### src/rtl/bsc_pkg.sv
// Shared types and constants for the barometric sensor compensation block.
// Depends on nothing; every other file in rtl/ imports it.
`timescale 1ns / 1ps

package bsc_pkg;

	// Configuration port geometry
	localparam int unsigned ADDR_W = 5;
	localparam int unsigned DATA_W = 32;

	// Register indexes (word address paddr[4:2])
	localparam logic [2:0] REG_PRESS_SENS = 3'd0;
	localparam logic [2:0] REG_PRESS_OFF  = 3'd1;
	localparam logic [2:0] REG_SENS_TCO   = 3'd2;
	localparam logic [2:0] REG_OFF_TCO    = 3'd3;
	localparam logic [2:0] REG_TREF       = 3'd4;
	localparam logic [2:0] REG_TEMP_COEF  = 3'd5;

	// Arithmetic widths
	localparam int unsigned DT_W   = 25;  // D2 - C5*256
	localparam int unsigned PROD_W = 42;  // dT times a 16-bit coefficient
	localparam int unsigned TEMP_W = 19;
	localparam int unsigned OFF_W  = 35;
	localparam int unsigned SENS_W = 34;
	localparam int unsigned PL_W   = 41;  // D1 times low 17 bits of SENS
	localparam int unsigned PH_W   = 42;  // D1 times high 17 bits of SENS
	localparam int unsigned FULL_W = 59;  // D1 * SENS
	localparam int unsigned Q_W    = 38;  // (D1 * SENS) >> 21
	localparam int unsigned DIFF_W = 39;
	localparam int unsigned P_W    = 24;

	localparam logic signed [TEMP_W-1:0] TEMP_BASE = 19'sd2000;
	localparam logic [16:0] P_MAX = 17'd131071;

	typedef struct packed {
		logic [15:0] pressure_sensitivity;
		logic [15:0] pressure_offset;
		logic [15:0] sens_temp_coef;
		logic [15:0] offset_temp_coef;
		logic [15:0] reference_temperature;
		logic [15:0] temp_coef;
	} cfg_t;

	typedef struct packed {
		logic [23:0] pressure_raw;
		logic [23:0] temperature_raw;
	} sample_t;

	typedef struct packed {
		logic signed [18:0] temperature_centi;
		logic [16:0]        pressure_centi;
		logic               pressure_saturated;
	} result_t;

	// Hand-off between the coefficient and pressure halves of the pipeline
	typedef struct packed {
		logic signed [TEMP_W-1:0] temp;
		logic signed [OFF_W-1:0]  off;
		logic signed [SENS_W-1:0] sens;
		logic [23:0]              d1;
	} comp_t;

endpackage

### src/rtl/bsc_press.sv
// Stages 4 to 6: D1 * SENS in two partial products, recombine, subtract OFF,
// scale and clamp the pressure. Depends on bsc_pkg.
`timescale 1ns / 1ps

module bsc_press (
	input  logic             clk,
	input  logic             arst_n,
	input  logic             in_valid,
	output logic             in_ready,
	input  bsc_pkg::comp_t   in_data,
	output logic             out_valid,
	input  logic             out_ready,
	output bsc_pkg::result_t out_data
);
	import bsc_pkg::*;

	logic v_s4, v_s5, v_s6;
	logic rdy4, rdy5, rdy6;

	logic [PL_W-1:0]          pl_s4;
	logic signed [PH_W-1:0]   ph_s4;
	logic signed [OFF_W-1:0]  off_s4, off_s5;
	logic signed [TEMP_W-1:0] temp_s4, temp_s5;
	logic signed [Q_W-1:0]    q_s5;
	result_t                  res_s6;

	logic [PL_W-1:0]          pl;
	logic signed [PH_W-1:0]   ph;
	logic signed [FULL_W-1:0] full;
	logic signed [DIFF_W-1:0] diff;
	logic signed [P_W-1:0]    p;
	result_t                  res;

	assign rdy6     = !v_s6 || out_ready;
	assign rdy5     = !v_s5 || rdy6;
	assign rdy4     = !v_s4 || rdy5;
	assign in_ready = rdy4;

	// Stage 4: SENS split into unsigned low and signed high 17-bit halves
	assign pl = PL_W'(in_data.d1) * PL_W'(in_data.sens[16:0]);
	assign ph = PH_W'(signed'({1'b0, in_data.d1}))
		* PH_W'(signed'(in_data.sens[SENS_W-1:17]));

	// Stage 5: D1*SENS = ph*2^17 + pl, then >> 21
	assign full = signed'({ph_s4, 17'h0}) + signed'({18'h0, pl_s4});

	// Stage 6: (q - OFF) >> 15 and clamp to 0..131071
	assign diff = signed'({q_s5[Q_W-1], q_s5}) - signed'({{4{off_s5[OFF_W-1]}}, off_s5});
	assign p    = diff[DIFF_W-1:15];

	always_comb begin
		res.temperature_centi = temp_s5;
		priority if (p[P_W-1]) begin
			res.pressure_centi     = 17'd0;
			res.pressure_saturated = 1'b1;
		end else if (p[P_W-2:17] != '0) begin
			res.pressure_centi     = P_MAX;
			res.pressure_saturated = 1'b1;
		end else begin
			res.pressure_centi     = p[16:0];
			res.pressure_saturated = 1'b0;
		end
	end

	always_ff @(posedge clk or negedge arst_n) begin
		if (!arst_n) begin
			v_s4 <= 1'b0;
			v_s5 <= 1'b0;
			v_s6 <= 1'b0;
		end else begin
			if (rdy4) v_s4 <= in_valid;
			if (rdy5) v_s5 <= v_s4;
			if (rdy6) v_s6 <= v_s5;
		end
	end

	always_ff @(posedge clk) begin
		if (rdy4) begin
			pl_s4   <= pl;
			ph_s4   <= ph;
			off_s4  <= in_data.off;
			temp_s4 <= in_data.temp;
		end
		if (rdy5) begin
			q_s5    <= full[FULL_W-1:21];
			off_s5  <= off_s4;
			temp_s5 <= temp_s4;
		end
		if (rdy6) begin
			res_s6 <= res;
		end
	end

	assign out_valid = v_s6;
	assign out_data  = res_s6;

endmodule

### config.mk
export PLATFORM = sky130hd
export DESIGN_NAME = bsc_press
export DESIGN_NICKNAME = d
export VERILOG_FILES = /design/src/rtl/bsc_pkg.sv /design/src/rtl/bsc_press.sv
export SDC_FILE = /design/constraint.sdc
export NUM_CORES = 2
export LEC_CHECK = 0
export BUFFER_PORTS_ARGS = -buffer_cell sky130_fd_sc_hd__buf_2
export CORE_ASPECT_RATIO = 0.5
export CORE_MARGIN = 3
export CORE_UTILIZATION = 40
export CTS_CLUSTER_DIAMETER = 100
export DETAILED_ROUTE_END_ITERATION = 6
export GPL_ROUTABILITY_DRIVEN = 1
export SLEW_MARGIN = 30
export SYNTH_ARGS = -nofsm -noshare
export SYNTH_HDL_FRONTEND = slang
export SYNTH_SLANG_ARGS = --single-unit
### constraint.sdc
create_clock -name clk -period 7.95 [get_ports clk]
set_input_delay 2.385 -clock clk [delete_from_list [all_inputs] [get_ports clk]]
set_output_delay 2.385 -clock clk [all_outputs]
set_load 0.05 [all_outputs]
# Yosys cells after proc, flatten, opt, wreduce, memory -nomap -nowiden
# Index checks and enable logic that the tools add are counted.
# classes
addsub	2
muxes	1
n_reduce_logical	7
mul	2
# op_table
operator	count
$add 59x42->59	1
$mul 25x17->42	1
$mul 24x17->41	1
$sub 38x35->39	1
$mux 18	1
$reduce_bool 6->1	1
$logic_not 1->1	3
$logic_or 1x1->1	3
# totals
regBits	269
elab_cells	25
out_inout_bits	39

# Longest topological paths before layout
# logic_depth
ltp_word	4
ltp_mapped	25

# Least setup slack after synthesis
# Ideal clock, no wire load.
# synth_timing
path_kind	input to output
start	input out_ready
end	output in_ready
required_time_ns	5.565
t_arrival_ns	6.182
slack_ns	-0.617
stages	1
cell_sequence	nand4b_1
# synth_via
elab_chain_len	3
# synth_rtl
item	line_no	rtl
start, declared	bsc_press.sv:12	input logic out_ready,
$logic_or 1x1->1	bsc_press.sv:34	assign rdy6 = !v_s6 || out_ready;
$logic_or 1x1->1	bsc_press.sv:35	assign rdy5 = !v_s5 || rdy6;
$logic_or 1x1->1	bsc_press.sv:36	assign rdy4 = !v_s4 || rdy5;
end, declared	bsc_press.sv:9	output logic in_ready,
# No other way between the ends.

# Worst setup path after layout
# layout_timing
start	input in_data[46] (netlist name)
end	register ph_s4[34] (data pin)
# layout_via
elab_chain_len	1
# layout_rtl
item	line_no	rtl
start, declared	bsc_press.sv:10	input bsc_pkg::comp_t in_data,
$mul 25x17->42	bsc_press.sv:42	* PH_W'(signed'(in_data.sens[SENS_W-1:17]));
named net ph[34]	bsc_press.sv:28	logic signed [PH_W-1:0] ph;
end signal, assigned	bsc_press.sv:80	ph_s4 <= ph;
end, declared	bsc_press.sv:21	logic signed [PH_W-1:0] ph_s4;
# The timed path passes the listed nets, and every way through them passes these cells.
# A chain may end at the register's enable or synchronous reset.

==> impl_results.md <==
- Layout cell share with drive strength beyond 1: 0.161
- Cells after Synth: about 3700
- Yosys warns: 0
- Slew @ Worst Pin: between 800 and 900 ps
- Primary FF master, synth: edfxtp_1
- Critical Path AT: between 8000 and 9000 ps
- Root buffer cell: clkbuf_16
- Full die area: about 95000 um2
- Final slew viol count: 0
- Worst hold stages: 0
- Area leader, netlist: fa_1
- Initial DRC count: roughly 1300
- Row cnt: between 70 and 80
- Max clock buf depth: 3
- Port Buffers: between 150 and 200
- Synth unique cells: slightly above 60
- Crit-path max FO: 8
- Post-synth EDFFs: about 250
- Vias post-DR: 26100
- Count leader, synth: inv_1
- Cell Area, Synth: between 30000 and 40000 um2
- Hpwl dp: ~80 mm
- Starting density of the core: 0.408
- Min cycle time layout: between 7000 and 8000 ps
- Via density: roughly 4.9
- Hold Crit Start: temp_s5[11]
- Hold endpoint: out_data[29]
- Fmax: ~130 MHz
- Final period utilization: 0.987
- IO Pins: between 150 and 200
- Reg2reg end: out_data[17]
- Yosys reg bits: 252
- Hold Crit Class: flip-flop to flip-flop
- Total track usage: 0.202
- Synth-to-layout area growth: 17.7%
- Setup Skew: approximately 16 ps
- Clk sinks: around 250
- Placeable Area: slightly below 90000 um2
- Pin count of the biggest net entering global routing: 70
- WHS: about 420 ps
- Die width: roughly 430 um
- Routed Wire Length: approximately 95 mm
- Crit end category: flip-flop
- Worst slew margin: 0.414
- Largest cells by area after synthesis: fa_1, edfxtp_1, ha_1
- Clk Latency, worst-skew pair: ~550 ps
- Kind of critical path: primary input to flip-flop
- R2R Setup Slk: 4300 ps
- Syn_nets: 4801
- GPL Wtd Cong: roughly 0.9
- Max cap viols: 0
- Fraction of registers with async set/reset: 0.0119
- CTS Buf Count: 27
- First-pass GRT wire length: ~150 mm
- Post-CTS Hold Fix Bufs: 0
- Final setup viols: 0
- Synth top area share: 0.360
- Die Height: approximately 220 um
- Clk slew on worst S/H paths: roughly 60 ps
- Post-DR wirelength/cell: 17.8 um
- # nets final: 5219
- RSZ-0062 raised after global routing: true
- R2R cell count: 10
- Worst r2r src: q_s5[15]
- Post-DRT Antenna Nets: 0
- Startpoint Class: primary input
- DR DRC count: 0
- Sequential area share after synthesis: 0.207
- CTS tree: yes
- Syn_area_per_cell: just under 10 um2
- Drt pass-1 iters: 7
- Final Hold Fails: 0
- Required time of the critical path: around 8200 ps
- Status: finished, final reports clean
- Grt total ovfl: 0
- # H-tree levels: 1
- Top post-synthesis cells by count: inv_1, fa_1, nand2_1
- Initial antenna violation count: 3
- Vias in the first global route: 27800
[cell families (layout without fill, tap and decap cells)]
kind of cell,Yosys count,in the layout,synth area share
AOI/OAI and AO/OA,319,319,0.0547
xor gates and xnor gates,111,111,0.0266
adders and majority gates,971,971,0.468
buffers and inverters,994,1433,0.102
DFF,252,252,0.207
other,0,1,0
and+or+nand+nor,1067,1067,0.142
[worst max-delay path, stage by stage]
cell and delay [ps]:
buf_4 150, buf_6 150, and2_1 150, fa_1 540, inv_1 60, fa_1 480
fa_1 520, inv_1 70, fa_2 470, fa_1 500, inv_1 60, fa_1 560
inv_1 90, ha_4 230, a21o_1 180, a21o_1 180, a21oi_2 160, o21ai_2 110
o31ai_4 280, o21ai_4 110, a211oi_2 270, o21bai_1 90, a21o_1 190, xor2_1 140
[sequential cells by signal (all words and copies together) (netlist names)]
register / count
off_s4: 35
off_s5: 35
out_data: 37
out_valid: 1
ph_s4: 42
pl_s4: 24
q_s5: 38
temp_s4: 19
temp_s5: 19
v_s4: 1
v_s5: 1
[how the worst max path moves through the flow]
stage                     start        end  slack, ps  cells past startpoint
global placement     in_data[7]  pl_s4[40]       -790                     25
CTS                 in_data[13]  pl_s4[27]          3                     24
finish              in_data[46]  ph_s4[34]        100                     24
floorplan             out_ready   in_ready       -620                      1
global route        in_data[35]  pl_s4[40]        -50                     23
detailed placement   in_data[7]  pl_s4[39]       -860                     26
[through the flow]
step / TNS (ps) / std cells / setup WS (ps) / cell area [um2] / utilization
2_1_floorplan: -4030 / 3714 / -617 / 36600 / -
3_3_place_gp: -21230 / 5275 / -785 / 41300 / 0.462
3_5_place_dp: -24020 / 5275 / -855 / 41300 / 0.462
4_1_cts: 0 / 5326 / 3.34 / 42300 / 0.474
5_1_grt: -102 / 5338 / -49.7 / 43000 / 0.481
6_report: 0 / 5339 / 101 / 43000 / 0.481
[cell usage in the layout, fill, tap and decap left out, types with 9 or more instances in the layout]
| cell | instances |
|---|---|
| buf_6 | 19 |
| nand2b_1 | 27 |
| nor2b_1 | 14 |
| inv_1 | 841 |
| a31oi_1 | 22 |
| a211oi_1 | 9 |
| ha_4 | 12 |
| edfxtp_1 | 249 |
| and2_1 | 337 |
| buf_12 | 23 |
| a21oi_2 | 13 |
| buf_2 | 122 |
| buf_4 | 360 |
| a21o_1 | 45 |
| ha_1 | 301 |
| xnor2_1 | 75 |
| nand4_1 | 16 |
| nor2_1 | 86 |
| o21ai_0 | 39 |
| clkbuf_4 | 12 |
| o21ai_1 | 10 |
| o21a_1 | 14 |
| nand2_1 | 507 |
| and3_1 | 12 |
| clkbuf_16 | 29 |
| xor2_1 | 35 |
| nor3_1 | 15 |
| o21bai_1 | 9 |
| a21oi_1 | 95 |
| nand3_1 | 18 |
| fa_1 | 649 |
[routing by layer]
layer / routed length [um] / up-vias / GRT usage
li1: - / 12100 / -
met1: 42200 / 13200 / 0.283
met2: 44900 / 707 / 0.337
met3: 6410 / 114 / 0.0297
met4: 1730 / 0 / 0.0407
met5: 0 / - / 0
[area by class of cell]
cell class,instances,area (um2)
flip-flops and latches,252,7550
fillers,8262,46400
clock buffers,32,694
inverters,845,3180
well taps,1185,1480
multi-input cells,2468,25700
diodes,1,2.50
clock inverters,18,246
repair buffers,538,4130
[timing repair]
item | 4_1_cts | 5_1_grt
setup endpoints to repair | 23 | 31
pin swaps | 18 | 73
gates cloned | 0 | 2
buffers inserted | 1 | 10
gates resized for setup | 24 | 140
Power is not shown: default switching activity piles up to over one toggle a cycle in this logic, so the estimate is an artifact.
