[config.mk]
export PLATFORM = sky130hd
export DESIGN_NAME = bsc_coef
export DESIGN_NICKNAME = d
export VERILOG_FILES = /design/src/rtl/bsc_pkg.sv /design/src/rtl/bsc_coef.sv
export SDC_FILE = /design/constraint.sdc
export NUM_CORES = 2
export LEC_CHECK = 0
export BUFFER_PORTS_ARGS = -buffer_cell sky130_fd_sc_hd__clkbuf_2
export CAP_MARGIN = 10
export CORE_ASPECT_RATIO = 2
export CORE_MARGIN = 4
export CORE_UTILIZATION = 62
export CTS_CLUSTER_SIZE = 12
export DETAILED_ROUTE_END_ITERATION = 10
export GPL_TIMING_DRIVEN = 0
export PLACE_DENSITY_LB_ADDON = 0.05
export SYNTH_ARGS = -nofsm -noshare
export SYNTH_HDL_FRONTEND = slang
export SYNTH_SLANG_ARGS = --single-unit
[constraint.sdc]
create_clock -name clk -period 8 [get_ports clk]
set_clock_uncertainty 0.15 [all_clocks]
set_input_delay 0.8 -clock clk [delete_from_list [all_inputs] [get_ports clk]]
set_output_delay 0.8 -clock clk [all_outputs]
set_load 0.01 [all_outputs]
[src/rtl/bsc_pkg.sv]
// Shared types and constants for the barometric sensor compensation block.
// Depends on nothing; every other file in rtl/ imports it.
`timescale 1ns / 1ps

package bsc_pkg;

	// Configuration port geometry
	localparam int unsigned ADDR_W = 5;
	localparam int unsigned DATA_W = 32;

	// Register indexes (word address paddr[4:2])
	localparam logic [2:0] REG_PRESS_SENS = 3'd0;
	localparam logic [2:0] REG_PRESS_OFF  = 3'd1;
	localparam logic [2:0] REG_SENS_TCO   = 3'd2;
	localparam logic [2:0] REG_OFF_TCO    = 3'd3;
	localparam logic [2:0] REG_TREF       = 3'd4;
	localparam logic [2:0] REG_TEMP_COEF  = 3'd5;

	// Arithmetic widths
	localparam int unsigned DT_W   = 25;  // D2 - C5*256
	localparam int unsigned PROD_W = 42;  // dT times a 16-bit coefficient
	localparam int unsigned TEMP_W = 19;
	localparam int unsigned OFF_W  = 35;
	localparam int unsigned SENS_W = 34;
	localparam int unsigned PL_W   = 41;  // D1 times low 17 bits of SENS
	localparam int unsigned PH_W   = 42;  // D1 times high 17 bits of SENS
	localparam int unsigned FULL_W = 59;  // D1 * SENS
	localparam int unsigned Q_W    = 38;  // (D1 * SENS) >> 21
	localparam int unsigned DIFF_W = 39;
	localparam int unsigned P_W    = 24;

	localparam logic signed [TEMP_W-1:0] TEMP_BASE = 19'sd2000;
	localparam logic [16:0] P_MAX = 17'd131071;

	typedef struct packed {
		logic [15:0] pressure_sensitivity;
		logic [15:0] pressure_offset;
		logic [15:0] sens_temp_coef;
		logic [15:0] offset_temp_coef;
		logic [15:0] reference_temperature;
		logic [15:0] temp_coef;
	} cfg_t;

	typedef struct packed {
		logic [23:0] pressure_raw;
		logic [23:0] temperature_raw;
	} sample_t;

	typedef struct packed {
		logic signed [18:0] temperature_centi;
		logic [16:0]        pressure_centi;
		logic               pressure_saturated;
	} result_t;

	// Hand-off between the coefficient and pressure halves of the pipeline
	typedef struct packed {
		logic signed [TEMP_W-1:0] temp;
		logic signed [OFF_W-1:0]  off;
		logic signed [SENS_W-1:0] sens;
		logic [23:0]              d1;
	} comp_t;

endpackage

[src/rtl/bsc_coef.sv]
// Stages 1 to 3: dT, the three dT products, then TEMP, OFF and SENS.
// Depends on bsc_pkg.
`timescale 1ns / 1ps

module bsc_coef (
	input  logic             clk,
	input  logic             arst_n,
	input  bsc_pkg::cfg_t    cfg,
	input  logic             in_valid,
	output logic             in_ready,
	input  bsc_pkg::sample_t in_data,
	output logic             out_valid,
	input  logic             out_ready,
	output bsc_pkg::comp_t   out_data
);
	import bsc_pkg::*;

	logic v_s1, v_s2, v_s3;
	logic rdy1, rdy2, rdy3;

	logic signed [DT_W-1:0]   dt_s1;
	logic [23:0]              d1_s1, d1_s2;
	logic signed [PROD_W-1:0] p6_s2, p4_s2, p3_s2;
	comp_t                    comp_s3;

	logic signed [DT_W-1:0]   dt;
	logic signed [PROD_W-1:0] p6, p4, p3;
	comp_t                    comp;

	// A stage takes new data when it is empty or its content moves on
	assign rdy3     = !v_s3 || out_ready;
	assign rdy2     = !v_s2 || rdy3;
	assign rdy1     = !v_s1 || rdy2;
	assign in_ready = rdy1;

	// Stage 1: dT = D2 - C5 * 256
	assign dt = signed'({1'b0, in_data.temperature_raw})
		- signed'({1'b0, cfg.reference_temperature, 8'h0});

	// Stage 2: one multiplier per coefficient
	assign p6 = PROD_W'(dt_s1) * PROD_W'(signed'({1'b0, cfg.temp_coef}));
	assign p4 = PROD_W'(dt_s1) * PROD_W'(signed'({1'b0, cfg.offset_temp_coef}));
	assign p3 = PROD_W'(dt_s1) * PROD_W'(signed'({1'b0, cfg.sens_temp_coef}));

	// Stage 3: arithmetic shifts are the upper slices of the products
	assign comp.temp = signed'(p6_s2[PROD_W-1:23]) + TEMP_BASE;
	assign comp.off  = signed'({3'b000, cfg.pressure_offset, 16'h0})
		+ signed'(p4_s2[PROD_W-1:7]);
	assign comp.sens = signed'({3'b000, cfg.pressure_sensitivity, 15'h0})
		+ signed'(p3_s2[PROD_W-1:8]);
	assign comp.d1   = d1_s2;

	always_ff @(posedge clk or negedge arst_n) begin
		if (!arst_n) begin
			v_s1 <= 1'b0;
			v_s2 <= 1'b0;
			v_s3 <= 1'b0;
		end else begin
			if (rdy1) v_s1 <= in_valid;
			if (rdy2) v_s2 <= v_s1;
			if (rdy3) v_s3 <= v_s2;
		end
	end

	always_ff @(posedge clk) begin
		if (rdy1) begin
			dt_s1 <= dt;
			d1_s1 <= in_data.pressure_raw;
		end
		if (rdy2) begin
			p6_s2 <= p6;
			p4_s2 <= p4;
			p3_s2 <= p3;
			d1_s2 <= d1_s1;
		end
		if (rdy3) begin
			comp_s3 <= comp;
		end
	end

	assign out_valid = v_s3;
	assign out_data  = comp_s3;

endmodule

# Word level (Yosys, flattened, before mapping)
# Index checks and enable logic that the tools add are counted.
[totals] ff_bits=314 output_inout_bits=114 word_cells=26
[classes] n_addsub=4 mul=3 n_reduce_logical=6
[op_table] operator="multiplier 25 x 17 -> 42 bit" count=3
[op_table] operator="adder 33 x 35 -> 35 bit" count=1
[op_table] operator="adder 32 x 34 -> 34 bit" count=1
[op_table] operator="subtractor 24 x 24 -> 25 bit" count=1
[op_table] operator="adder 19 x 12 -> 19 bit, second input constant" count=1
[op_table] operator="zero test 1 bit" count=3
[op_table] operator="logical OR 1 bit" count=3

# Logic depth before layout (Yosys ltp)
[logic_depth] word_depth=4 depth_mapped=25

# Least setup slack after synthesis
# OpenSTA, ideal clock, no wires.
[synth_path] kind="input to register" from="input port cfg[3] (netlist bit)" to="register p6_s2[41], data pin" setup_ps=260 t_arrival_ps=6522 path_slack_ps=1068 stages=22 n_path_buf=2 path_cell_list="clkbuf_1 clkbuf_1 nand2_1 fa_1 fa_1 inv_1 fa_1 fa_1 fa_1 inv_1 fa_1 inv_1 ha_1 a21o_1 a21o_1 a21o_1 a21o_1 a21oi_1 o31ai_1 a211o_1 a21oi_1 xnor2_1"
[synth_between] elab_chain_cells=1
[synth_rtl] item="start, declared" line_no="bsc_coef.sv:8" text="input bsc_pkg::cfg_t cfg,"
[synth_rtl] item="multiplier 25 x 17 -> 42 bit" line_no="bsc_coef.sv:41" text="assign p6 = PROD_W'(dt_s1) * PROD_W'(signed'({1'b0, cfg.temp_coef}));"
[synth_rtl] item="named net p6[41]" line_no="bsc_coef.sv:27" text="logic signed [PROD_W-1:0] p6, p4, p3;"
[synth_rtl] item="end signal, assigned" line_no="bsc_coef.sv:71" text="p6_s2 <= p6;"
[synth_rtl] item="end, declared" line_no="bsc_coef.sv:23" text="logic signed [PROD_W-1:0] p6_s2, p4_s2, p3_s2;"
# The timed path passes the listed nets, and every way through them passes these cells.
# A chain may end at the register's enable or synchronous reset.

# Final worst setup path
[layout_path] from="input port cfg[58] (netlist bit)" to="register p3_s2[41], data pin"
[layout_between] elab_chain_cells=1
[layout_rtl] item="multiplier 25 x 17 -> 42 bit" line_no="bsc_coef.sv:43" text="assign p3 = PROD_W'(dt_s1) * PROD_W'(signed'({1'b0, cfg.sens_temp_coef}));"
[layout_rtl] item="named net p3[41]" line_no="bsc_coef.sv:27"
[layout_rtl] item="end signal, assigned" line_no="bsc_coef.sv:73" text="p3_s2 <= p3;"
[layout_rtl] item="end, declared" line_no="bsc_coef.sv:23"
# The timed path passes the listed nets, and every way through them passes these cells.

==> results by group <==
Logic synthesis
  – Asr flop ratio synth: 1.087%
  – Ys Warns: 0
  – Top FF cell, synth: edfxtp_1
  – Gate Count Post-Synth: 5368
  – Post-synth EDFFs: 273
  – Synthesized area: 0.05259 sq mm
  – Post-synthesis sequential element count: 276
  – Syn Nets: 7038
  – Post-synthesis sequential area ratio: 15.73%
  – Yosys cell types: 64
  – Syn avg cell area: 9.797 sq um

Worst setup path
  – Slowest CP cell: clkbuf_1
  – Worst Path Arrival: 8330 ps
  – CP max FO: 10
  – WP data required: 8260 ps
  – Cell mode on critical path: fa_1
  – Worst path bufs/invs: 3
  – Setup Crit Path Kind: in -> reg
  – Critical path endpoint category: flop
  – Crit-path cells: clkbuf_1, clkbuf_1, nand2_1, fa_1, fa_1, fa_1, fa_1, fa_1, fa_1, inv_1, ha_1, a21o_1, a21o_1, a21oi_1, o21ai_0, a21o_1, a31oi_1, a21boi_0, a31oi_1, xnor2_1
  – Startpoint Class: input port
  – CP top delay family: adder cells
  – Slowest stage delay, CP: 810 ps

Placement
  – Routability-driven placement congestion ratio: 1.122
  – Detail Placement HPWL: 144900 um
  – Post-place setup slack: -897.3 ps
  – Port Buf Inserts: 249

Clock network
  – TritonCTS clock tree: yes
  – Root Buffer: clkbuf_16
  – H-tree depth: 1
  – CTS clk-pin slew, worst paths: approximately 70 ps
  – Clk sink count: about 280
  – Maximum root-to-sink buffer count: 3
  – CTS Buf Count: 29
  – Clock Latency Late Sink: 660 ps

Final layout
  – Layout area overhead: 7.342%
  – Commonest cells after routing, fill and taps aside: inv_1 (1434), fa_1 (1170), nand2_1 (777)
  – Final core utilization: 67.29%
  – Most common cell after layout, fill and taps aside: inv_1
  – Layout cells sized above 1: 6.624%
  – Layout net count: approximately 7300

Flow run
  – Max cap viols: 0

Timing
  – PnR worst setup slack: -73.17 ps
  – Slew Limit Fails: 0
  – Final Hold Vio Count: 0
  – Fin crit period: 8073 ps
  – Worst slew pin tran: 1397 ps
  – Period Utilization, post-route: 100.9%
  – Slew margin rel.: roughly 6.9%
  – Setup violators final: 1
  – Max Clk Rate: 123.9 MHz
  – RSZ-0062 raised after global routing: yes
  – Smallest hold slack: 156.3 ps
  – Final TNS setup: -73.17 ps

Routing
  – Detailed Route Iter0 Violations: 2675
  – Vias: around 39000
  – Drt first pass iters: 6
  – Avg Vias per Cell: between 5 and 6
  – Routed Antenna Nets: 0
  – Wire per inst: ~26 um
  – Final wirelength: 176500 um
  – Drc violations: 0

Global route
  – Vias in the first global route: 43510
  – Total Routing Usage GR: roughly two fifths
  – Total gr overflow: 0
  – Largest net degree at the start of global routing: roughly 70
  – Initial antenna violation count: 23
  – Global-route wire length before repair: 262800 um

Floorplan
  – Die width: 213.9 um
  – Die height: 419.9 um
  – Total core area: 0.08389 sq mm
  – Initial Utilization: between 60% and 70%
  – FP Rows: 150
  – Die area: 0.08983 sq mm
  – IO Count: 262

Outcome
  – Violated checks: setup timing
  – Outcome: finished, violations left

Hold path
  – Type of the most critical hold path: in -> reg
synth_stat cells, drive strengths merged, types with 5 or more instances:
cell / number / share of area (%)
and3: 17 / 0.20
nor2b: 15 / 0.18
o211ai: 9 / 0.13
fa: 1170 / 45
a31oi: 9 / 0.11
xnor2: 114 / 1.9
a21oi: 83 / 0.79
o21a: 16 / 0.23
o21bai: 10 / 0.14
ha: 352 / 8.4
edfxtp: 273 / 16
and2: 473 / 5.6
a211oi: 10 / 0.15
xor2: 39 / 0.65
nand3: 17 / 0.16
a21boi: 11 / 0.16
nor3: 26 / 0.25
clkbuf: 232 / 1.7
nand4: 13 / 0.15
nor2: 84 / 0.60
or3: 12 / 0.14
nand2b: 10 / 0.12
nand2: 777 / 5.5
o21ai: 54 / 0.53
a21o: 45 / 0.64
a221oi: 5 / 0.095
inv: 1434 / 10
state kept, by name, summed over array words and instances (netlist names):
name / cells
out_valid: 1
d1_s2: 24
v_s1: 1
v_s2: 1
out_data: 112
p4_s2: 35
p6_s2: 19
d1_s1: 24
dt_s1: 25
p3_s2: 34
worst reg2reg max path, delay by kind of cell, from the launching register on:
| family | cells | cell delay (ps) |
|---|---|---|
| buffers and inverters | 4 | 960 |
| XOR/XNOR | 1 | 120 |
| AO/OA/AOI/OAI | 8 | 1770 |
| adder cells (fa/ha/maj) | 7 | 3600 |
| AND/OR/NAND/NOR | 1 | 150 |
| flip-flops | 1 | 940 |
routing by layer:
layer	GRT usage, %	up-vias	part of all wire, %
li1	-	16270	-
met2	70.55	2010	49
met1	38.07	19650	29
met3	9.290	1027	7.6
met4	40.94	10	14
met5	0	-	0.044
stage by stage:
stage / cell area, sq um / cells
final: 56450 / 6758
after global routing: 56410 / 6742
after CTS: 56350 / 6737
after detailed placement: 55420 / 6693
after global placement: 55170 / 6681
after floorplan: 52590 / 5368
area by class of cell:
| class | instances | area (sq um) |
|---|---|---|
| tap | 1064 | 1331 |
| sequential | 276 | 8273 |
| inverter | 1434 | 5383 |
| clock buffer | 38 | 779.5 |
| multi-input combinational | 3426 | 38090 |
| timing repair buffer | 265 | 1529 |
| clock inverter | 8 | 88.84 |
| fill | 7032 | 27440 |
| buffer | 229 | 933.4 |
| antenna | 18 | 45.04 |
worst paths after layout:
kind                                  from           end  slack [ps]  cells past startpoint
worst max register to register   dt_s1[22]     p3_s2[41]          30                     21
min in group asynchronous           arst_n          v_s1         320                      2
worst min-delay path            in_data[4]      dt_s1[4]         160                      1
max in group asynchronous           arst_n     out_valid        7270                      2
worst min register to register   p4_s2[16]  out_data[67]         260                      0
worst max-delay path               cfg[58]     p3_s2[41]         -70                     20
logic make-up after synthesis:
logic type	after synthesis	share of synthesized area, %
and+or+nand+nor	1461	13.24
xor gates and xnor gates	153	2.548
adders and majority gates	1522	52.91
DFF	276	15.73
buffers and inverters	1666	11.89
AOI/OAI and AO/OA	290	3.680
timing repair:
item	CTS	global route
endpoints found under the hold margin	3	0
resized for setup	40	49
setup endpoints to repair	50	29
setup buffers	0	2
hold buffers	1	0
Power is left out: the tool's default activity adds up to more than one toggle a clock period on the data nets, which glitch-free logic cannot reach.
