`config.mk`:
```
export PLATFORM = sky130hd
export DESIGN_NAME = bsc_cfg_regs
export DESIGN_NICKNAME = d
export VERILOG_FILES = /design/src/rtl/bsc_pkg.sv /design/src/rtl/bsc_cfg_regs.sv
export SDC_FILE = /design/constraint.sdc
export NUM_CORES = 1
export LEC_CHECK = 0
export BUFFER_PORTS_ARGS = -buffer_cell sky130_fd_sc_hd__buf_2
export CAP_MARGIN = 20
export CORE_MARGIN = 3
export CORE_UTILIZATION = 45
export CTS_CLUSTER_DIAMETER = 80
export CTS_CLUSTER_SIZE = 28
export DETAILED_ROUTE_END_ITERATION = 7
export GPL_TIMING_DRIVEN = 0
export HOLD_SLACK_MARGIN = 0.05
export PLACE_DENSITY = 0.77
export SKIP_LAST_GASP = 1
export SLEW_MARGIN = 5
export SYNTH_ARGS = -nofsm -noshare
export SYNTH_HDL_FRONTEND = slang
export SYNTH_SLANG_ARGS = --single-unit
```
`constraint.sdc`:
```
create_clock -name clk -period 1.4 [get_ports clk]
set_clock_uncertainty 0.2 [all_clocks]
set_input_delay 0.14 -clock clk [delete_from_list [all_inputs] [get_ports clk]]
set_output_delay 0.14 -clock clk [all_outputs]
set_load 0.02 [all_outputs]
```
`src/rtl/bsc_pkg.sv`:
```
// Shared types and constants for the barometric sensor compensation block.
// Depends on nothing; every other file in rtl/ imports it.
`timescale 1ns / 1ps

package bsc_pkg;

	// Configuration port geometry
	localparam int unsigned ADDR_W = 5;
	localparam int unsigned DATA_W = 32;

	// Register indexes (word address paddr[4:2])
	localparam logic [2:0] REG_PRESS_SENS = 3'd0;
	localparam logic [2:0] REG_PRESS_OFF  = 3'd1;
	localparam logic [2:0] REG_SENS_TCO   = 3'd2;
	localparam logic [2:0] REG_OFF_TCO    = 3'd3;
	localparam logic [2:0] REG_TREF       = 3'd4;
	localparam logic [2:0] REG_TEMP_COEF  = 3'd5;

	// Arithmetic widths
	localparam int unsigned DT_W   = 25;  // D2 - C5*256
	localparam int unsigned PROD_W = 42;  // dT times a 16-bit coefficient
	localparam int unsigned TEMP_W = 19;
	localparam int unsigned OFF_W  = 35;
	localparam int unsigned SENS_W = 34;
	localparam int unsigned PL_W   = 41;  // D1 times low 17 bits of SENS
	localparam int unsigned PH_W   = 42;  // D1 times high 17 bits of SENS
	localparam int unsigned FULL_W = 59;  // D1 * SENS
	localparam int unsigned Q_W    = 38;  // (D1 * SENS) >> 21
	localparam int unsigned DIFF_W = 39;
	localparam int unsigned P_W    = 24;

	localparam logic signed [TEMP_W-1:0] TEMP_BASE = 19'sd2000;
	localparam logic [16:0] P_MAX = 17'd131071;

	typedef struct packed {
		logic [15:0] pressure_sensitivity;
		logic [15:0] pressure_offset;
		logic [15:0] sens_temp_coef;
		logic [15:0] offset_temp_coef;
		logic [15:0] reference_temperature;
		logic [15:0] temp_coef;
	} cfg_t;

	typedef struct packed {
		logic [23:0] pressure_raw;
		logic [23:0] temperature_raw;
	} sample_t;

	typedef struct packed {
		logic signed [18:0] temperature_centi;
		logic [16:0]        pressure_centi;
		logic               pressure_saturated;
	} result_t;

	// Hand-off between the coefficient and pressure halves of the pipeline
	typedef struct packed {
		logic signed [TEMP_W-1:0] temp;
		logic signed [OFF_W-1:0]  off;
		logic signed [SENS_W-1:0] sens;
		logic [23:0]              d1;
	} comp_t;

endpackage

```
`src/rtl/bsc_cfg_regs.sv`:
```
// APB-style calibration register file (six 16-bit coefficients).
// Depends on bsc_pkg.
`timescale 1ns / 1ps

module bsc_cfg_regs (
	input  logic                       clk,
	input  logic                       arst_n,
	input  logic                       psel,
	input  logic                       penable,
	input  logic                       pwrite,
	input  logic [bsc_pkg::ADDR_W-1:0] paddr,
	input  logic [bsc_pkg::DATA_W-1:0] pwdata,
	output logic [bsc_pkg::DATA_W-1:0] prdata,
	output logic                       pready,
	output bsc_pkg::cfg_t              cfg
);
	import bsc_pkg::*;

	cfg_t        cfg_q;
	logic        wr_en;
	logic [2:0]  idx;
	logic [15:0] rd_val;

	assign pready = 1'b1;
	assign wr_en  = psel && penable && pwrite;
	assign idx    = paddr[4:2];
	assign cfg    = cfg_q;

	always_ff @(posedge clk or negedge arst_n) begin
		if (!arst_n) begin
			cfg_q <= '0;
		end else if (wr_en) begin
			unique case (idx)
				REG_PRESS_SENS: cfg_q.pressure_sensitivity  <= pwdata[15:0];
				REG_PRESS_OFF:  cfg_q.pressure_offset       <= pwdata[15:0];
				REG_SENS_TCO:   cfg_q.sens_temp_coef        <= pwdata[15:0];
				REG_OFF_TCO:    cfg_q.offset_temp_coef      <= pwdata[15:0];
				REG_TREF:       cfg_q.reference_temperature <= pwdata[15:0];
				REG_TEMP_COEF:  cfg_q.temp_coef             <= pwdata[15:0];
				default: ;  // drop writes past the register list
			endcase
		end
	end

	always_comb begin
		unique case (idx)
			REG_PRESS_SENS: rd_val = cfg_q.pressure_sensitivity;
			REG_PRESS_OFF:  rd_val = cfg_q.pressure_offset;
			REG_SENS_TCO:   rd_val = cfg_q.sens_temp_coef;
			REG_OFF_TCO:    rd_val = cfg_q.offset_temp_coef;
			REG_TREF:       rd_val = cfg_q.reference_temperature;
			REG_TEMP_COEF:  rd_val = cfg_q.temp_coef;
			default:        rd_val = 16'h0;
		endcase
	end

	assign prdata = {16'h0, rd_val};

endmodule

```
# After elaboration in Yosys (flattened, before gate mapping)
# Cells that the tools add are included.
dict set report totals {
  regBits 96
  inputBits 42
  output_inout_bits 129
  wordCells 21
}
dict set report op_classes {
  n_eq_ne 5
  muxes 1
  reduce_logical 9
}
# operator n
set op_table {}
lappend op_table {{case mux 16 bit (6 select lines)} 1}
lappend op_table {{AND reduction 2 bit} 6}
lappend op_table {{equality test 3 x 2 -> 1 bit, second input constant} 2}
lappend op_table {{equality test 3 bit, second input constant} 2}
lappend op_table {{equality test 3 x 1 -> 1 bit, second input constant} 1}
lappend op_table {{logical NOT 3 bit} 1}
lappend op_table {{logical AND 1 bit} 2}

# Depth between registers and ports, before layout
# Gate-level depths: netlist of run 1.
dict set report logic_depth {
  ltp_word 3
  depth_mapped 6
  ltp_nobuf 3
}

# Worst setup path after synthesis of run 1
# OpenSTA, ideal clock, no wires.
dict set report synth_timing {
  kind {input-to-output}
  start {in paddr[4] (netlist name)}
  end {out prdata[10] (netlist name)}
  arrival_ns 1.329
  required_ns 1.060
  setup_slack_ns -0.269
  path_stages 5
  path_buffers 2
  cell_sequence {clkbuf_2 -> nor2b_1 -> clkbuf_1 -> a221oi_1 -> a31oi_1}
}
dict set report synth_via {
  elab_chain_len 2
  word_cells_on_any_way 7
  cone_classes {eq/ne: 5; mux: 1; reduce/logical: 1}
}
# item line
set synth_rtl {}
lappend synth_rtl {{from (decl)} bsc_cfg_regs.sv:11} ;# input logic [bsc_pkg::ADDR_W-1:0] paddr,
lappend synth_rtl {{equality test 3 bit, or another cell as far along} bsc_cfg_regs.sv:46} ;# unique case (idx)
lappend synth_rtl {{case mux 16 bit (6 select lines) *} bsc_cfg_regs.sv:46}
lappend synth_rtl {{to (decl)} bsc_cfg_regs.sv:13} ;# output logic [bsc_pkg::DATA_W-1:0] prdata,
# Mark *: on every way between the ends. The rest lies on a longest branch, timed or not.

# Final worst setup path of run 1
dict set report layout_timing {
  start {reg cfg_q (netlist bit cfg[53])}
  end {out prdata[5] (netlist name)}
}
dict set report layout_via {
  elab_chain_len 1
}
# item line
set layout_rtl {}
lappend layout_rtl {{from (decl)} bsc_cfg_regs.sv:19} ;# cfg_t cfg_q;
lappend layout_rtl {{case mux 16 bit (6 select lines)} bsc_cfg_regs.sv:46}
# No other way between the ends.

==> metrics.yaml, run 1 <==
status:
  status: "finished, violations left"
  violations: "setup timing"
synthesis:
  yosys-top-cells-area: "dfrtp_1 52%, mux2_2 24%, mux2i_1 5.7%"
  netlist.area_leader.share_pct: 52.2
  async_flop_share_pct: 100
  syn_inst: 335
  synth_area_per_cell_um2: 13.7
  ys.flop_type: "dfrtp_1"
  yosys.area.top_type: "dfrtp_1"
  yosysMostFrequentCell: "mux2_2"
  synth-edff-count: 0
  ys_top_cells_by_count: "98 x mux2_2, 96 x dfrtp_1, 26 x mux2i_1"
  yosysUniqueCellTypes: 30
  synth_seq_cells: 96
  synth_seq_area_share_pct: 52.2
  yosysWarnings: 0
  synth_area_mm2: 0.00460
clock_network:
  clkSlewWorstSetupHoldPaths_ns: 0.09
  root_buffer: "clkbuf_8"
  cts_inserted_buffers: 9
  clockBufferDepth: 2
  tritoncts: "yes"
  clock-sinks: 96
  insertion_delay_ns: 0.35
  htree_levels: 3
pwr:
  power_density_mw_per_mm2: 1370
  vdd_drop_max_uv: 688
  p_leak_nw: 3.40
routing:
  first_pass_iters: 4
  drcViolationCount: 0
  avgRoutedWirePerCell_um: 20.3
  vias_per_cell: 5.29
  vias: 3641
  first_iter_violations: 112
  antenna_left: 0
  drt_wl_total_mm: 13.9
critical_path:
  critPathMaxFanout: 2
  end_kind: "output pin"
  crit_arrival_ns: 1.53
  path_class: "reg2out"
  crit_path_start_kind: "register"
  required_ns: 1.06
floorplanning:
  coreArea_mm2: 0.00986
  initial_utilization_pct: 46.7
  io_pins: 171
  dieHeight_um: 107
  dieArea_mm2: 0.0115
  die_x_um: 107
  fp-row-count: 36
worst_hold_path:
  min_path_type: "in2async"
timing:
  tightest_slew_ns: 0.548
  rsz0062_at_grt: "true"
  hold_viol: 0
  fmax_mhz: 536
  finalSetupViolations: 17
  maxSlewHeadroom_pct: 63.5
  min_period_ns: 1.87
  maxSlewViolCount: 0
  fin_hold_ws_ns: 0.104
  worst_slack_ns: -0.466
  min_period_over_period_pct: 133
global_route:
  grt_max_degree: 59
  grt_antenna_before_repair: 0
  grt_pass1_vias: 3749
  grt_pass1_wl_mm: 20.9
  groute.usage.overall_pct: 24.2
  globalRouteOverflowTotal: 0
placement:
  place_inst: 617
  place_congestion: 0.804
  pre_cts_ws_ns: -0.518
  portBuffers: 133
  hpwl_mm: 9.13
job:
  maxCapViolCount: 0
final_layout:
  seqCellArea_mm2: 0.00241
  area_growth_pct: 47.8
  multiInputGateArea_mm2: 0.00231
  fin_nets: 593
  final_cells: 688
  diodes: 0
  drive_gt1_share_pct: 64.1
  largest_register_ffs: 96
  final.fill_count: 720
  final_util_pct: 69.0
==> routing by layer <==
| layer | routed length [um] | share of wire, % | GRT usage (%) |
|---|---|---|---|
| met2 | 7330 | 53 | 42.0 |
| met1 | 5640 | 40 | 31.0 |
| met4 | 189 | 1.4 | 7.95 |
| met3 | 787 | 5.6 | 3.37 |
| met5 | 0 | 0 | 0 |
==> layout by cell type (no fill, tap or decap), types with 2 or more instances in the layout <==
master,count
a221oi_4,3
o221ai_2,5
conb_1,17
a31oi_2,4
a221o_1,2
buf_6,34
a221oi_2,3
a211oi_1,2
bufinv_16,3
buf_2,104
dlygate4sd3_1,17
mux2_1,9
mux2_4,28
nand3_1,2
clkbuf_8,11
a31oi_4,2
nor3_4,2
buf_4,63
nand2_1,12
or3_1,5
a311o_1,2
dfrtp_1,93
nor2_4,4
clkbuf_1,3
dfrtp_2,3
mux2_2,71
buf_8,2
nor2_1,6
mux2i_1,25
==> worst paths after layout <==
kind / slack [ns] / end / start / depth (start not counted)
min reg2reg: 0.32 / cfg[87]$_DFFE_PN0P_ / cfg[87]$_DFFE_PN0P_ / 1
min in group clk: 0.15 / cfg[93]$_DFFE_PN0P_ / paddr[4] / 4
max reg2reg: 0.18 / cfg[86]$_DFFE_PN0P_ / cfg[86]$_DFFE_PN0P_ / 3
max in group asynchronous: 0.21 / cfg[7]$_DFFE_PN0P_ / arst_n / 3
min: 0.10 / cfg[51]$_DFFE_PN0P_ / arst_n / 2
max: -0.47 / prdata[5] / cfg[53]$_DFFE_PN0P_ / 4
==> repair_timing <==
item                                    in CTS  in global routing
setup buffers                               23                 21
endpoints found under the hold margin      192                  0
pin swaps                                   10                  6
hold buffers                                17                  0
endpoints found under the setup margin      57                 48
gates resized for setup                     27                 49
==> kinds of logic after synthesis <==
logic type             synth area share [%]
flip-flops                             52.2
buffers and inverters                  5.57
other                                 0.163
AO/OA/AOI/OAI                          4.73
AND/OR/NAND/NOR                        5.27
multiplexers                           32.1
==> power breakdown <==
group,internal [mW],switching (mW)
registers,3.32,0.430
clock network,1.23,0.945
logic,1.63,1.76
total,6.18,3.14
==> through the flow <==
stage | instance area, um^2 | total power, mW | setup TNS, ns
final | 6800 | 9.31 | -6.29
after global routing | 6800 | 9.73 | -7.43
after CTS | 6530 | 9.06 | -6.93
after detailed placement | 5830 | 6.63 | -39.02
after global placement | 5800 | 6.53 | -124.98
after floorplan | 4970 | 5.59 | -8.56
==> critical path: stages (launching register included) <==
cell and delay [ns]:
dfrtp_1 0.41, mux2_2 0.28, a221oi_2 0.24, a31oi_2 0.07, buf_2 0.18
==> layout make-up <==
cell class / count / area share (%)
clock inverter: 3 / 1.32
tap: 133 / 2.45
sequential: 96 / 35.4
clock buffer: 12 / 2.13
inverter: 1 / 0.110
timing repair buffer: 190 / 19.5
multi-input combinational: 216 / 33.9
buffer: 37 / 5.21
No activity file was read; power rests on OpenSTA's default activity.
==> run 2, diff against run 1 <==
Settings changed: RECOVER_POWER set to 100.
==> metrics.yaml, run 2 (synthesis gave the netlist of run 1 again) <==
pwr:
  power.share.sequential_pct: 40.6  # +0.4 points
  intPower_mw: 6.12  # -0.88%
  combPwrFrac_pct: 35.9  # -0.5 points
  p_clk_share_pct: 23.5  # about the same
  p_leak_nw: 3.31  # -2.8%
  vdd_drop_max_uv: 689  # about the same
  sw_frac_of_total_pct: 33.9  # +0.18 points
  power_density_mw_per_mm2: 1380  # +1.1%
  p_switching_mw: 3.13  # about the same
placement:
  hpwl_mm: 9.13  # unchanged
  placed_area_mm2: 0.00583  # unchanged
  place_congestion: 0.804  # unchanged
  portBuffers: 133  # unchanged
clock_network:
  insertion_delay_ns: 0.35  # about the same
  htree_levels: 3  # unchanged
  clkSlewWorstSetupHoldPaths_ns: 0.10  # about the same
  clock-sinks: 96  # unchanged
  tritoncts: "yes"
  root_buffer: "clkbuf_8"
  cts_inserted_buffers: 9  # unchanged
  clockBufferDepth: 2  # unchanged
critical_path:
  critPathMaxFanout: 2  # unchanged
  path_class: "reg2out"
  crit_path_start_kind: "register"
  reg2reg_depth: 3  # unchanged
  required_ns: 1.06  # about the same
  crit_arrival_ns: 1.52  # about the same
  end_kind: "output pin"
timing:
  finalSetupViolations: 27  # +10
  maxSlewHeadroom_pct: 62.4  # -1.1 points
  maxSlewViolCount: 0  # unchanged
  fin_hold_ws_ns: 0.133  # +0.0293 ns
  rsz0062_at_grt: "true"
  min_period_over_period_pct: 133  # -0.28 points
  tightest_slew_ns: 0.564  # +0.0166 ns
  fmax_mhz: 537  # +0.21%
  hold_viol: 0  # unchanged
  worst_slack_ns: -0.462  # +0.00391 ns
  min_period_ns: 1.86  # -0.00391 ns
floorplanning:
  initial_utilization_pct: 46.7  # unchanged
  fp-row-count: 36  # unchanged
  io_pins: 171  # unchanged
  die_x_um: 107  # unchanged
  dieHeight_um: 107  # unchanged
  coreArea_mm2: 0.00986  # unchanged
  dieArea_mm2: 0.0115  # unchanged
final_layout:
  seqCellArea_mm2: 0.00241  # unchanged
  area_growth_pct: 45.2
  largest_register_ffs: 96  # unchanged
  drive_gt1_share_pct: 60.9  # -3.2 points
  multiInputGateArea_mm2: 0.00226  # -1.9%
  layout_commonest_cell: "dfrtp_1"
  diodes: 0  # unchanged
  final_area_mm2: 0.00669  # -1.7%
  fin_nets: 593  # unchanged
  final.fill_count: 751  # +4.3%
  mostFrequentLayoutCells: "93 x dfrtp_1, 71 x clkbuf_2, 71 x mux2_2"
routing:
  antenna_left: 0  # unchanged
  first_pass_iters: 4  # unchanged
  drcViolationCount: 0  # unchanged
  vias: 3627  # -0.38%
  drt_wl_total_mm: 13.8  # -1.0%
  avgRoutedWirePerCell_um: 20.1  # -1.0%
  first_iter_violations: 125  # +12%
  vias_per_cell: 5.27  # -0.38%
global_route:
  grt_pass1_vias: 3749  # unchanged
  grt_pass1_wl_mm: 20.9  # unchanged
  groute.usage.overall_pct: 24.2  # unchanged
  grt_max_degree: 59  # unchanged
  grt_antenna_before_repair: 0  # unchanged
  globalRouteOverflowTotal: 0  # unchanged
job:
  maxCapViolCount: 0  # unchanged
worst_hold_path:
  min_path_type: "in2async"
status:
  violations: "setup timing"
  status: "finished, violations left"
## run 2: repair_timing
action	CTS	global route
resized for setup	27	49
hold buffers	17	0
hold endpoints to repair	192	0
endpoints found under the setup margin	57	48
pin swaps	10	6
setup buffers	23	21
## run 2: area by class of cell
type	instances	area share [%]
inverters	1	0.112
multi-input cells	216	33.9
repair buffers	190	18.9
flip-flops and latches	96	36.0
plain buffers	37	5.07
clock buffers	12	2.17
clock inverters	3	1.35
well taps	133	2.49
## run 2: layer usage
metal	routed length [um]	global-route usage [%]
met5	0	0
met4	222	7.95
met3	849	3.37
met2	7180	42.0
met1	5560	31.0
## run 2: worst paths after layout
path | end | slack, ns | from
min in group clk | cfg[80]$_DFFE_PN0P_ | 0.20 | paddr[4]
worst min-delay path | cfg[51]$_DFFE_PN0P_ | 0.13 | arst_n
worst min register to register | cfg[87]$_DFFE_PN0P_ | 0.34 | cfg[87]$_DFFE_PN0P_
worst max register to register | cfg[86]$_DFFE_PN0P_ | 0.14 | cfg[86]$_DFFE_PN0P_
worst max-delay path | prdata[8] | -0.46 | cfg[56]$_DFFE_PN0P_
max in group asynchronous | cfg[7]$_DFFE_PN0P_ | 0.15 | arst_n
## run 2: critical path, stage by stage (launching register included)
cell and delay, ns:
dfrtp_2 0.42, mux2_4 0.28, a221oi_4 0.26, a31oi_4 0.06
buf_6 0.15
## run 2: power by group through the flow
stage | registers (mW) | clock network, mW | logic, mW
6_report | 3.75 | 2.18 | 3.32
5_1_grt | 3.83 | 2.32 | 3.53
4_1_cts | 3.73 | 2.20 | 3.13
3_5_place_dp | 3.80 | 0 | 2.83
3_3_place_gp | 3.77 | 0 | 2.76
2_1_floorplan | 4.40 | 0 | 1.18
## run 2: through the flow
| stage | cells | setup TNS [ns] | utilization (%) | setup slack (ns) | total power, mW |
|---|---|---|---|---|---|
| global placement | 616 | -124.98 | 58.8 | -1.09 | 6.53 |
| finish | 688 | -6.32 | 67.8 | -0.462 | 9.26 |
| floorplan | 350 | -8.56 | - | -0.183 | 5.59 |
| global route | 688 | -8.32 | 67.8 | -0.519 | 9.67 |
| CTS | 672 | -6.93 | 66.1 | -0.492 | 9.06 |
| detailed placement | 617 | -39.02 | 59.1 | -0.518 | 6.63 |
